===== src/design/lpdf_pkg.sv =====
// Shared constants for the lidar packet deframer.
package lpdf_pkg;

    localparam int PACKET_BYTES        = 42;
    localparam int PACKETS_PER_SCAN    = 60;
    localparam int READINGS_PER_PACKET = 6;

    localparam logic [7:0] SYNC_BYTE   = 8'hFA;
    localparam logic [7:0] FIRST_INDEX = 8'hA0;

    localparam int READING_BYTES  = 6;
    localparam int READINGS_START = 4;
    localparam int SPEED_LO_OFF   = 2;
    localparam int SPEED_HI_OFF   = 3;
    localparam int RANGE_LO_BYTE  = 2;
    localparam int RANGE_HI_BYTE  = 3;

    localparam int OFF_W     = 6;
    localparam int OFF_W_P1  = OFF_W + 1;
    localparam int PKT_NUM_W = 6;
    localparam int RD_IDX_W  = $clog2(READINGS_PER_PACKET + 1);
    localparam int RD_BYTE_W = 3;
    localparam int SLOT_W    = 10;
    localparam int ANGLE_W   = 9;
    localparam int RANGE_W   = 16;
    localparam int SPEED_W   = 16;

    localparam int TOTAL_SLOTS = PACKETS_PER_SCAN * READINGS_PER_PACKET;

    localparam int M_TDATA_W = 48;

endpackage


===== src/design/lidar_packet_deframer_unit.sv =====
// Byte-serial deframer that turns sensor packets into range readings.
// A result word is registered and appears on the master side in the cycle after the byte that completes it.
// Throughput: one byte per cycle unless a pending result is stalled, set by the parse state registers updated per byte.
// The result register lets a new byte be taken in the cycle the pending result is taken.
// Reset is synchronous and active low; it returns the parser to sync hunting with no scan
// active and empties the result register.
module lidar_packet_deframer_unit (
    input  logic        i_clk,
    input  logic        i_rst_n,
    input  logic        i_s_axis_tvalid,
    output logic        o_s_axis_tready,
    input  logic [7:0]  i_s_axis_tdata,   // rx_byte[7:0]
    output logic        o_m_axis_tvalid,
    input  logic        i_m_axis_tready,
    output logic [lpdf_pkg::M_TDATA_W-1:0] o_m_axis_tdata,
        // angle_index[8:0], range_value[24:9], rotor_rate[40:25], zero[47:41]
    output logic        o_m_axis_tuser    // scan_start[0]
);

    typedef enum logic [1:0] {
        PH_HUNT,
        PH_SYNC,
        PH_BODY
    } t_phase;

    t_phase r_phase, n_phase;
    logic [lpdf_pkg::OFF_W-1:0]     r_offset, n_offset;
    logic [lpdf_pkg::PKT_NUM_W-1:0] r_pkt_num, n_pkt_num;
    logic [lpdf_pkg::PKT_NUM_W-1:0] r_last_num, n_last_num;
    logic                           r_scan_active, n_scan_active;
    logic                           r_pkt_ok, n_pkt_ok;
    logic [7:0]                     r_range_lo, n_range_lo;
    logic [lpdf_pkg::SPEED_W-1:0]   r_speed, n_speed;
    logic [lpdf_pkg::RD_IDX_W-1:0]  r_rd_idx, n_rd_idx;
    logic [lpdf_pkg::RD_BYTE_W-1:0] r_rd_byte, n_rd_byte;

    logic                           r_m_valid, n_m_valid;
    logic [lpdf_pkg::ANGLE_W-1:0]   r_m_angle, n_m_angle;
    logic [lpdf_pkg::RANGE_W-1:0]   r_m_range, n_m_range;
    logic [lpdf_pkg::SPEED_W-1:0]   r_m_speed, n_m_speed;
    logic                           r_m_scan_start, n_m_scan_start;

    logic                           s_accept;
    logic                           made;
    logic [7:0]                     idx_diff;
    logic [lpdf_pkg::OFF_W_P1-1:0]  off_next;
    logic [lpdf_pkg::SLOT_W-1:0]    slot;
    logic [lpdf_pkg::SLOT_W-1:0]    slot_rev;

    assign o_s_axis_tready = !r_m_valid || i_m_axis_tready;
    assign s_accept        = i_s_axis_tvalid && o_s_axis_tready;

    assign idx_diff = i_s_axis_tdata - lpdf_pkg::FIRST_INDEX;
    assign off_next = {1'b0, r_offset} + lpdf_pkg::OFF_W_P1'(1);
    assign slot     = lpdf_pkg::SLOT_W'(r_pkt_num)
                    * lpdf_pkg::SLOT_W'(lpdf_pkg::READINGS_PER_PACKET)
                    + lpdf_pkg::SLOT_W'(r_rd_idx);
    assign slot_rev = lpdf_pkg::SLOT_W'(lpdf_pkg::TOTAL_SLOTS - 1) - slot;

    always_comb begin
        n_phase       = r_phase;
        n_offset      = r_offset;
        n_pkt_num     = r_pkt_num;
        n_last_num    = r_last_num;
        n_scan_active = r_scan_active;
        n_pkt_ok      = r_pkt_ok;
        n_range_lo    = r_range_lo;
        n_speed       = r_speed;
        n_rd_idx      = r_rd_idx;
        n_rd_byte     = r_rd_byte;
        made          = 1'b0;

        if (s_accept) begin
            unique case (r_phase)
                PH_SYNC: begin
                    if (i_s_axis_tdata < lpdf_pkg::FIRST_INDEX ||
                        idx_diff >= 8'(lpdf_pkg::PACKETS_PER_SCAN)) begin
                        n_phase = (i_s_axis_tdata == lpdf_pkg::SYNC_BYTE) ? PH_SYNC : PH_HUNT;
                    end else begin
                        n_pkt_num = idx_diff[lpdf_pkg::PKT_NUM_W-1:0];
                        if (idx_diff == 8'd0) begin
                            n_scan_active = 1'b1;
                            n_last_num    = '0;
                            n_pkt_ok      = 1'b1;
                        end else if (r_scan_active &&
                                     idx_diff > {2'b00, r_last_num}) begin
                            n_last_num = idx_diff[lpdf_pkg::PKT_NUM_W-1:0];
                            n_pkt_ok   = 1'b1;
                        end else begin
                            n_pkt_ok = 1'b0;
                        end
                        n_phase   = PH_BODY;
                        n_offset  = lpdf_pkg::OFF_W'(lpdf_pkg::SPEED_LO_OFF);
                        n_rd_idx  = '0;
                        n_rd_byte = '0;
                    end
                end
                PH_BODY: begin
                    if (r_offset == lpdf_pkg::OFF_W'(lpdf_pkg::SPEED_LO_OFF)) begin
                        n_speed = {r_speed[15:8], i_s_axis_tdata};
                    end else if (r_offset == lpdf_pkg::OFF_W'(lpdf_pkg::SPEED_HI_OFF)) begin
                        n_speed = {i_s_axis_tdata, r_speed[7:0]};
                    end else if (r_offset >= lpdf_pkg::OFF_W'(lpdf_pkg::READINGS_START) &&
                                 r_rd_idx < lpdf_pkg::RD_IDX_W'(lpdf_pkg::READINGS_PER_PACKET)) begin
                        if (r_rd_byte == lpdf_pkg::RD_BYTE_W'(lpdf_pkg::RANGE_LO_BYTE)) begin
                            n_range_lo = i_s_axis_tdata;
                        end else if (r_rd_byte == lpdf_pkg::RD_BYTE_W'(lpdf_pkg::RANGE_HI_BYTE)) begin
                            made = r_pkt_ok;
                        end
                        if (r_rd_byte == lpdf_pkg::RD_BYTE_W'(lpdf_pkg::READING_BYTES - 1)) begin
                            n_rd_byte = '0;
                            n_rd_idx  = r_rd_idx + lpdf_pkg::RD_IDX_W'(1);
                        end else begin
                            n_rd_byte = r_rd_byte + lpdf_pkg::RD_BYTE_W'(1);
                        end
                    end
                    if (off_next >= lpdf_pkg::OFF_W_P1'(lpdf_pkg::PACKET_BYTES)) begin
                        n_phase  = PH_HUNT;
                        n_offset = '0;
                    end else begin
                        n_offset = off_next[lpdf_pkg::OFF_W-1:0];
                    end
                end
                default: begin
                    n_phase  = (i_s_axis_tdata == lpdf_pkg::SYNC_BYTE) ? PH_SYNC : PH_HUNT;
                    n_offset = '0;
                end
            endcase
        end
    end

    always_comb begin
        n_m_angle      = r_m_angle;
        n_m_range      = r_m_range;
        n_m_speed      = r_m_speed;
        n_m_scan_start = r_m_scan_start;
        if (made) begin
            n_m_valid      = 1'b1;
            n_m_angle      = slot_rev[lpdf_pkg::ANGLE_W-1:0];
            n_m_range      = {i_s_axis_tdata, r_range_lo};
            n_m_speed      = r_speed;
            n_m_scan_start = (r_pkt_num == '0) && (r_rd_idx == '0);
        end else if (i_m_axis_tready) begin
            n_m_valid = 1'b0;
        end else begin
            n_m_valid = r_m_valid;
        end
    end

    always_ff @(posedge i_clk) begin
        if (!i_rst_n) begin
            r_phase        <= PH_HUNT;
            r_offset       <= '0;
            r_pkt_num      <= '0;
            r_last_num     <= '0;
            r_scan_active  <= 1'b0;
            r_pkt_ok       <= 1'b0;
            r_range_lo     <= '0;
            r_speed        <= '0;
            r_rd_idx       <= '0;
            r_rd_byte      <= '0;
            r_m_valid      <= 1'b0;
            r_m_angle      <= '0;
            r_m_range      <= '0;
            r_m_speed      <= '0;
            r_m_scan_start <= 1'b0;
        end else begin
            r_phase        <= n_phase;
            r_offset       <= n_offset;
            r_pkt_num      <= n_pkt_num;
            r_last_num     <= n_last_num;
            r_scan_active  <= n_scan_active;
            r_pkt_ok       <= n_pkt_ok;
            r_range_lo     <= n_range_lo;
            r_speed        <= n_speed;
            r_rd_idx       <= n_rd_idx;
            r_rd_byte      <= n_rd_byte;
            r_m_valid      <= n_m_valid;
            r_m_angle      <= n_m_angle;
            r_m_range      <= n_m_range;
            r_m_speed      <= n_m_speed;
            r_m_scan_start <= n_m_scan_start;
        end
    end

    assign o_m_axis_tvalid = r_m_valid;
    assign o_m_axis_tdata  = {
        (lpdf_pkg::M_TDATA_W - lpdf_pkg::ANGLE_W - lpdf_pkg::RANGE_W - lpdf_pkg::SPEED_W)'(0),
        r_m_speed, r_m_range, r_m_angle
    };
    assign o_m_axis_tuser  = r_m_scan_start;

`ifndef NO_ASSERTIONS
    a_stall_blocks_input: assert property (@(posedge i_clk) disable iff (!i_rst_n)
        (r_m_valid && !i_m_axis_tready) |-> !o_s_axis_tready)
        else $error("input word accepted while a result is stalled");

    a_offset_in_packet: assert property (@(posedge i_clk) disable iff (!i_rst_n)
        (r_phase == PH_BODY) |->
        (r_offset >= lpdf_pkg::OFF_W'(lpdf_pkg::SPEED_LO_OFF) &&
         r_offset < lpdf_pkg::OFF_W'(lpdf_pkg::PACKET_BYTES)))
        else $error("packet offset outside the packet body");

    a_scan_start_slot: assert property (@(posedge i_clk) disable iff (!i_rst_n)
        (r_m_valid && r_m_scan_start) |->
        (r_m_angle == lpdf_pkg::ANGLE_W'(lpdf_pkg::TOTAL_SLOTS - 1)))
        else $error("scan start word not in the first scan slot");

    a_result_needs_body: assert property (@(posedge i_clk) disable iff (!i_rst_n)
        (made) |-> (r_phase == PH_BODY && r_pkt_ok))
        else $error("result produced outside an accepted packet");
`endif

endmodule


===== config.mk =====
export PLATFORM = sky130hd
export DESIGN_NAME = lidar_packet_deframer_unit
export DESIGN_NICKNAME = d
export VERILOG_FILES = /design/src/design/lpdf_pkg.sv /design/src/design/lidar_packet_deframer_unit.sv
export SDC_FILE = /design/constraint.sdc
export NUM_CORES = 1
export LEC_CHECK = 0
export ABC_CLOCK_PERIOD_IN_PS = 5200
export BUFFER_PORTS_ARGS = -buffer_cell sky130_fd_sc_hd__buf_4
export CELL_PAD_IN_SITES_DETAIL_PLACEMENT = 1
export CELL_PAD_IN_SITES_GLOBAL_PLACEMENT = 1
export CORE_AREA = 3 3 105 107
export CTS_CLUSTER_DIAMETER = 100
export DETAILED_ROUTE_END_ITERATION = 8
export DIE_AREA = 0 0 108 110
export MAX_ROUTING_LAYER = met4
export PLACE_DENSITY = 0.93
export REMOVE_ABC_BUFFERS = 1
export SKIP_LAST_GASP = 1
export SLEW_MARGIN = 20
export SYNTH_ARGS = -nofsm -noshare
export SYNTH_HDL_FRONTEND = slang
export SYNTH_SLANG_ARGS = --single-unit

===== constraint.sdc =====
create_clock -name i_clk -period 5.2 [get_ports i_clk]
set_clock_uncertainty 0.05 [all_clocks]
set_input_delay 0.52 -clock i_clk [delete_from_list [all_inputs] [get_ports i_clk]]
set_output_delay 0.52 -clock i_clk [all_outputs]
set_load 0.01 [all_outputs]

Yosys cells after proc, flatten, opt, wreduce, memory -nomap -nowiden
Cells that the tools add are included.
Cells by class
  reduce and logical (&&, ||, !) cells: 23
  multiplexer cells: 32
  $lt $le $gt $ge: 6
  equal/unequal tests: 14
  bitwise operators: 3
  add/sub/neg operators: 6
  $mul: 1
Operators by type and width (number)
  $mux 3: 9
  $mux 6: 4
  $eq 6x2->1 const B: 2
  $mux 1: 12
  $ne 2x2->1 const B: 6
  $pmux 3 s2: 2
  $pmux 6 s2: 1
  $reduce_and 4->1: 3
  $reduce_and 6->1: 2
  $add 9x3->9: 1
  $sub 9x9->9 const A: 1
  $eq 8x8->1 const B: 1
  $ge 8x6->1 const B: 1
  $gt 8x6->1: 1
  $logic_not 8->1: 1
  $lt 8x8->1 const B: 1
  $mul 6x2->8 const B: 1
  $mux 8: 1
  $sub 8x8->8 const B: 1
  $add 6x1->7 const B: 1
  $ge 7x6->1 const B: 1
  $reduce_and 7->1: 1
  $add 3x1->3 const B: 2
  $eq 3x2->1 const B: 2
  other kinds (16): 27
Storage, ports and cells
  input bits: 12
  flip-flop bits (word level): 95

Depth between registers and ports, before layout
Gate-level depths: netlist of run 1.
  depth in word-level cells: 9
  mapped depth: 12

Worst setup path after synthesis of run 1
OpenSTA, ideal clock, no wires.
  path type: flip-flop to flip-flop
  from: register r_pkt_num[1] in the netlist's numbering
  to: register r_m_angle[8] in the netlist's numbering
  path slack: 2698 ps
  clock period less this slack: 2502 ps
  cell stages (with the launch flop): 12
  arrival: 2335 ps
  buffers on the path: 0
  required time: 5033 ps
  library setup time: 117 ps
  cell sequence: dfxtp_1 inv_1 ha_1 inv_1 ha_1 ha_1 a21o_1 a21o_1 a211o_1 nor2_1 o221ai_1 a32o_1
On the way
  longest elaborated chain between the ends: 3
Ends and longest elaborated chain
  start, declared: line lidar_packet_deframer_unit.sv:28  | logic [lpdf_pkg::PKT_NUM_W-1:0] r_pkt_num, n_pkt_num;
  start signal, assigned: line lidar_packet_deframer_unit.sv:170  | r_pkt_num <= n_pkt_num;
  $mul 6x2->8: line lidar_packet_deframer_unit.sv:56  | * lpdf_pkg::SLOT_W'(lpdf_pkg::READINGS_PER_PACKET)
  $add 9x3->9: line lidar_packet_deframer_unit.sv:57  | + lpdf_pkg::SLOT_W'(r_rd_idx);
  $sub 9x9->9: line lidar_packet_deframer_unit.sv:58  | assign slot_rev = lpdf_pkg::SLOT_W'(lpdf_pkg::TOTAL_SLOTS - 1) - slot;
  end signal, assigned: line lidar_packet_deframer_unit.sv:179  | r_m_angle <= n_m_angle;
  end, declared: line lidar_packet_deframer_unit.sv:38  | logic [lpdf_pkg::ANGLE_W-1:0] r_m_angle, n_m_angle;
No other way between the ends.
A chain may end at the register's enable or synchronous reset.

Worst setup path in the final report of run 1
  from: register r_phase[0]
  to: register r_m_scan_start (netlist: o_m_axis_tuser)
On the way
  longest elaborated chain between the ends: 3
Ends and longest elaborated chain
  start, declared: line lidar_packet_deframer_unit.sv:26  | t_phase r_phase, n_phase;
  start signal, assigned: line lidar_packet_deframer_unit.sv:168  | r_phase <= n_phase;
  $eq 2x2->1: line lidar_packet_deframer_unit.sv:74  | unique case (r_phase)
  $mux 1: line lidar_packet_deframer_unit.sv:74
  $mux 1: line lidar_packet_deframer_unit.sv:73  | if (s_accept) begin
  end signal, assigned: line lidar_packet_deframer_unit.sv:182  | r_m_scan_start <= n_m_scan_start;
  end, declared: line lidar_packet_deframer_unit.sv:41  | logic r_m_scan_start, n_m_scan_start;
No other way between the ends.

==> impl_metrics.ini, run 1 <==
[power_and_ir_drop]
ir_worst_vdd_uv = 165.7
static-leakage-power_nw = 1.989
power_density_nw_per_um2 = 260.4
power_mw = 1.382

[timing]
timing_hold_violations_final = 0
rsz0062_at_grt = no
fmax_ghz = 0.3504
worst_slew_pin_slew_ns = 0.8171
slew_headroom_pct = 45.37
fin_crit_ns = 2.854
min_period_over_period_pct = 54.88
finalSetupViolations = 0
drv_slew = 0
tns_ns = 0

[layout]
fin_nets = 635
num-fill-cells = 1243
drive_gt1_share_pct = 14.67
utilization_pct = 51.88
diodes = 0
syn_to_final_growth_pct = 13.91

[floorplanning]
die_y_um = 110
pin_count = 63
num_rows = 37
start_util_pct = 45.54
die_w_um = 108
die_area_sq_um = 11880
coreArea_sq_um = 10230

[clock_tree]
clkSlewWorstSetupHoldPaths_ns = 0.10
cts_hold_buf = 0
cts_tree = done
cts_root_buffer = clkbuf_8
clock_latency_ns = 0.38
cts_buffer_depth = 2
cts-buffers-inserted = 9
cts_sinks = 95
cts.htree.levels = 3
post_cts_resized = 0
post_cts_buffers = 0

[detailed_routing]
antenna_left = 0
drc = 0
drt_first_pass_iters = 4
first_iter_violations = 148
num_vias = 3975
finalWirelength_um = 13060
routedWlPerCell_um = 17.91
vias_per_cell = 5.453

[yosys]
synth_edf_count = 0
synthArstFlopShare_pct = 0
synthTopCellsByCount = nand2_1 (96), dfxtp_1 (95), nor2_1 (62)
postSynthCellCount = 553
synth.top_cell.area_share_pct = 40.82
synth_warnings = 0
syn_avg_cell_area_sq_um = 8.426
synth_area_leaders = dfxtp_1 (41%), ha_1 (8.6%), nand2_1 (7.7%), mux2i_1 (7.3%), a21oi_1 (5.9%)
yosys.area.top_type = dfxtp_1
synth_cell_type_count = 57
seq_area_frac_synth_pct = 40.82
yosysMostFrequentCell = nand2_1
syn-cell-area_sq_um = 4659
ys_seq_elements = 95
synth_top_flop_cell = dfxtp_1

[worst_setup_path]
max_stage_delay_ns = 0.66
crit_path_max_fanout = 23
path_delay_family = simple AND/OR/NAND/NOR gates
rrSetupSlack_ns = 2.35
path_cells = inv_1 > ha_1 > and3_1 > nand4_1 > buf_4 > or3_1 > a21oi_1
worst-setup-path-type = register to register
critPathArrivalTime_ns = 3.12
path_buf_inv = 2
worstSetupEndpointType = register
worstPathRequired_ns = 5.46
startpoint_type = register
slowest_stage = nand4_1

[global_routing]
antenna_found_initial = 0
grt.total_usage_pct = 23.45
grt_remaining_overflow = 0
grt_pass1_wl_um = 21060
grt_pass1_vias = 4233
grt_start_max_net_pins = 70

[flow_run]
drv_cap = 0

[hold_path]
hp-class = input port to register

[run_status]
status = complete, no violations

[place]
hpwl_um = 9182
io_buffers = 55
gp_congestion = 0.8148
-- flip-flops by register name, indices dropped and copies added (netlist names) --
| signal | cells |
|---|---|
| r_m_range | 16 |
| r_m_speed | 16 |
| r_speed | 16 |
| r_m_angle | 9 |
| r_range_lo | 8 |
| r_last_num | 6 |
| r_offset | 6 |
| r_pkt_num | 6 |
| r_rd_byte | 3 |
| r_rd_idx | 3 |
| r_phase | 2 |
| o_m_axis_tuser | 1 |
| o_m_axis_tvalid | 1 |
| r_pkt_ok | 1 |
| r_scan_active | 1 |
-- tightest hold or removal path, delay by kind of cell --
family                 cells  cell delay, ns
buffers and inverters      1            0.15
and+or+nand+nor            1            0.06
AOI/OAI and AO/OA          1            0.05
-- final timing paths --
kind	startpoint	end	cells after the start
worst max-delay path	r_phase[0]$_SDFFE_PN0P_	o_m_axis_tuser$_SDFFE_PN0P_	7
worst min-delay path	i_s_axis_tdata[5]	r_m_range[13]$_SDFFE_PN0P_	3
worst max register to register	r_phase[0]$_SDFFE_PN0P_	o_m_axis_tuser$_SDFFE_PN0P_	7
worst min register to register	r_m_angle[6]$_SDFFE_PN0P_	r_m_angle[6]$_SDFFE_PN0P_	2
-- through the flow --
step / instance area, sq um / std cells / worst slack [ns] / hold slack [ns]
2_1_floorplan: 4461 / 520 / 2.504 / 0.3812
3_3_place_gp: 5066 / 714 / 2.389 / 0.3886
3_5_place_dp: 5066 / 714 / 2.280 / 0.3988
4_1_cts: 5308 / 729 / 2.339 / 0.3974
5_1_grt: 5308 / 729 / 2.138 / 0.3945
6_report: 5308 / 729 / 2.346 / 0.3985
-- final cells by class --
| type | instances | area [sq um] | area share, % |
|---|---|---|---|
| Multi-Input combinational cell | 390 | 2427 | 45.73 |
| Sequential cell | 95 | 1902 | 35.83 |
| Timing Repair Buffer | 58 | 435.4 | 8.204 |
| Tap cell | 136 | 170.2 | 3.206 |
| Inverter | 35 | 131.4 | 2.475 |
| Clock buffer | 9 | 123.9 | 2.334 |
| Clock inverter | 6 | 117.6 | 2.216 |
-- layer usage --
| layer | GRT usage [%] | routed length [um] |
|---|---|---|
| met4 | 10.82 | 410 |
| met1 | 23.89 | 4988 |
| met5 | - | 0 |
| met3 | 4.135 | 498 |
| met2 | 43.87 | 7160 |
-- report_power, final --
part / internal, mW / switching [mW]
clock network: 0.322 / 0.283
logic: 0.0134 / 0.0368
registers: 0.727 / 0.0000166
-- cells in the final DEF (no fill, tap or decap), types with 8 or more instances in the layout --
cell type / instances
inv_1: 34
xnor2_1: 8
dfxtp_1: 95
o21ai_0: 8
a21oi_1: 55
buf_4: 58
nand3_1: 9
ha_1: 32
mux2i_1: 34
nor2_1: 62
clkbuf_8: 9
nand2_1: 96
-- cells by family (layout without fill, tap and decap cells) --
| group | count (synthesis) | after routing | share of synthesized area [%] |
|---|---|---|---|
| and+or+nand+nor | 207 | 207 | 19.90 |
| AOI/OAI and AO/OA | 96 | 96 | 12.62 |
| DFF | 95 | 95 | 40.82 |
| buffers and inverters | 74 | 108 | 7.573 |
| adders and majority gates | 34 | 34 | 9.452 |
| muxes | 34 | 34 | 7.304 |
| xor gates and xnor gates | 12 | 12 | 2.256 |
| other | 1 | 7 | 0.08048 |
Note: power is estimated with default switching activity, not from simulation.
==> inputs of run 2 (changes only) <==
--- a/config.mk
+++ b/config.mk
@@ -5,16 +5,17 @@
 export SDC_FILE = /design/constraint.sdc
 export NUM_CORES = 1
 export LEC_CHECK = 0
-export ABC_CLOCK_PERIOD_IN_PS = 5200
+export ABC_AREA = 1
+export ABC_CLOCK_PERIOD_IN_PS = 2400
 export BUFFER_PORTS_ARGS = -buffer_cell sky130_fd_sc_hd__buf_4
 export CELL_PAD_IN_SITES_DETAIL_PLACEMENT = 1
 export CELL_PAD_IN_SITES_GLOBAL_PLACEMENT = 1
-export CORE_AREA = 3 3 105 107
+export CORE_AREA = 3 3 115 117
 export CTS_CLUSTER_DIAMETER = 100
 export DETAILED_ROUTE_END_ITERATION = 8
-export DIE_AREA = 0 0 108 110
+export DIE_AREA = 0 0 118 120
 export MAX_ROUTING_LAYER = met4
-export PLACE_DENSITY = 0.93
+export PLACE_DENSITY = 0.85
 export REMOVE_ABC_BUFFERS = 1
 export SKIP_LAST_GASP = 1
 export SLEW_MARGIN = 20
==> constraint.sdc (replaced) <==
create_clock -name i_clk -period 2.4 [get_ports i_clk]
set_clock_uncertainty 0.05 [all_clocks]
set_input_delay 0.24 -clock i_clk [delete_from_list [all_inputs] [get_ports i_clk]]
set_output_delay 0.24 -clock i_clk [all_outputs]
set_load 0.01 [all_outputs]
==> impl_metrics.ini, run 2 <==
[run_status]
status = complete, no violations

[yosys]
yosysMostFrequentCell = nand2_1
synthArstFlopShare_pct = 0
synthAdderAreaFrac_pct = 9.434
syn-cell-area_sq_um = 4668
synth_area_leaders = dfxtp_1 (41%), ha_1 (8.6%), a21oi_1 (7.7%), nand2_1 (7.7%), o21ai_0 (7.1%)
synth_cell_type_count = 33
synth_top_flop_cell = dfxtp_1
seq_area_frac_synth_pct = 40.74
synthTopCellsByCount = nand2_1 (96), dfxtp_1 (95), inv_1 (76)
ys_seq_elements = 95
synthXorXnorAreaFrac_pct = 0.7505
syn_avg_cell_area_sq_um = 7.481
synth_warnings = 0
yosys.area.top_type = dfxtp_1
synth_compound_area_share_pct = 18.39
postSynthCellCount = 624
synth.area.mux_share_pct = 0
synth_edf_count = 0
synthSimpleGateAreaFrac_pct = 20.29
synth_top_family_by_area = simple AND/OR/NAND/NOR gates
synth.top_cell.area_share_pct = 40.74

[detailed_routing]
antenna_left = 0
drt_first_pass_iters = 4
first_iter_violations = 191
finalWirelength_um = 12210
vias_per_cell = 4.980
routedWlPerCell_um = 14.34
num_vias = 4238
drc = 0

[hold_path]
hp-class = input port to register

[floorplanning]
pin_count = 63
die_y_um = 120
start_util_pct = 37.45
die_w_um = 118
coreArea_sq_um = 12470
die_area_sq_um = 14160
num_rows = 41

[worst_setup_path]
critPathArrivalTime_ns = 2.49
crit_path_max_fanout = 4
worstPathRequired_ns = 2.61
worstSetupEndpointType = register
worst-setup-path-type = register to register
startpoint_type = register

[layout]
layout_commonest_cell = nand2_1
drive_gt1_share_pct = 15.76
diodes = 0
top_regs = r_m_range x16, r_m_speed x16, r_speed x16
utilization_pct = 44.53
fin_nets = 721
final_cell_mix = nand2_1 (96), dfxtp_1 (94), inv_1 (76)
syn_to_final_growth_pct = 18.92

[timing]
min_period_over_period_pct = 95.03
drv_slew = 0
fin_crit_ns = 2.281
finalSetupViolations = 0
fmax_ghz = 0.4385
worst_slew_pin_slew_ns = 0.6584
rsz0062_at_grt = yes
slew_headroom_pct = 56.11
setup_ws_ns = 0.1193
tns_ns = 0
timing_hold_violations_final = 0

[clock_tree]
cts_tree = done
post_cts_buffers = 0
clkSlewWorstSetupHoldPaths_ns = 0.07
cts_sinks = 95
cts_buffer_depth = 2
clock_latency_ns = 0.35
cts_hold_buf = 0
cts.htree.levels = 3
cts-buffers-inserted = 9
cts_root_buffer = clkbuf_16

[power_and_ir_drop]
static-leakage-power_nw = 2.521
internal_power_mw = 2.495
p_comb_share_pct = 5.2
ir_worst_vdd_uv = 375.2
pwr-share-clk_pct = 45.7
power_density_nw_per_um2 = 581.5
sw_frac_of_total_pct = 22.71
switchingPower_mw = 0.7332
p_seq_share_pct = 49.1

[global_routing]
grt_pass1_vias = 4376
grt.total_usage_pct = 18.06
grt_pass1_wl_um = 20270
grt_remaining_overflow = 0
antenna_found_initial = 0
grt_start_max_net_pins = 78

[place]
gp_congestion = 0.8458
io_buffers = 55
place_ws_ns = 0.03092
hpwl_um = 8790

[flow_run]
drv_cap = 0
[run 2: cell types whose count changed after synthesis, sizes merged, moves of 4 or more]
cell    previous run  this run
or3                4         0
a21oi             57        82
mux2i             34         0
nor2b              5         0
o21ai              8        77
xnor2              8         1
a211oi             8         0
nor2              63        71
nand3             10        31
inv               35        78
clkbuf            15         9
[run 2: area by class of cell]
type,count,area (sq um)
Clock inverter,4,53.80
Fill cell,1572,6914
Clock buffer,11,252.7
Multi-Input combinational cell,425,2330
Timing Repair Buffer,65,500.5
Sequential cell,95,1903
Inverter,79,296.5
Tap cell,172,215.2
[run 2: kinds of logic (layout without fill, tap and decap cells)]
| kind of cell | after synthesis | after routing |
|---|---|---|
| AO/OA/AOI/OAI | 161 | 161 |
| XOR/XNOR | 4 | 4 |
| adder cells (fa/ha/maj) | 34 | 34 |
| buffers and inverters | 110 | 159 |
| flip-flops | 95 | 95 |
| other | 1 | 7 |
| AND/OR/NAND/NOR | 219 | 219 |
[run 2: power by group through the flow]
stage,clock (mW),sequential (mW),combinational [mW]
2_1_floorplan,0,1.62,0.0903
3_3_place_gp,0,1.62,0.156
3_5_place_dp,0,1.62,0.164
4_1_cts,1.52,1.58,0.166
5_1_grt,1.58,1.58,0.189
6_report,1.48,1.58,0.169
[run 2: worst paths after layout]
check        depth (start not counted)                         end  slack, ns                      start
max                                 12   r_m_angle[8]$_SDFFE_PN0P_       0.12  r_pkt_num[0]$_SDFFE_PN0P_
min                                  2   r_pkt_num[5]$_SDFFE_PN0P_       0.08          i_s_axis_tdata[5]
max reg2reg                         12   r_m_angle[8]$_SDFFE_PN0P_       0.12  r_pkt_num[0]$_SDFFE_PN0P_
min reg2reg                          2  r_m_speed[11]$_SDFFE_PN0P_       0.41   r_speed[11]$_SDFFE_PN0P_
[run 2: metal layers]
metal | track usage (%) | wire length [um]
met1 | 19.83 | 5201
met2 | 32.52 | 6288
met3 | 4.571 | 549
met4 | 5.128 | 168
met5 | - | 0
[run 2: repair_timing]
item                                    4_1_cts  5_1_grt
gates resized for setup                       1        4
endpoints found under the setup margin        1        4
gates cloned                                  0        0
[run 2: worst max-delay path, cell delays in order (launching register included)]
cell	delay [ns]
dfxtp_1	0.37
ha_2	0.22
inv_1	0.06
fa_1	0.55
ha_4	0.24
a21oi_1	0.14
nand2_1	0.09
nand2_1	0.09
nand3_1	0.12
nand3_1	0.09
nand3_1	0.07
nand2_1	0.06
inv_1	0.03
[run 2: metrics by stage]
| stage | power [mW] | area [sq um] | hold WS (ns) | std cells |
|---|---|---|---|---|
| after floorplan | 1.708 | 4506 | 0.2794 | 599 |
| after global routing | 3.353 | 5552 | 0.07438 | 851 |
| after detailed placement | 1.783 | 5221 | 0.3990 | 836 |
| final | 3.228 | 5552 | 0.08479 | 851 |
| after global placement | 1.775 | 5221 | 0.3923 | 836 |
| after CTS | 3.272 | 5532 | 0.07153 | 851 |
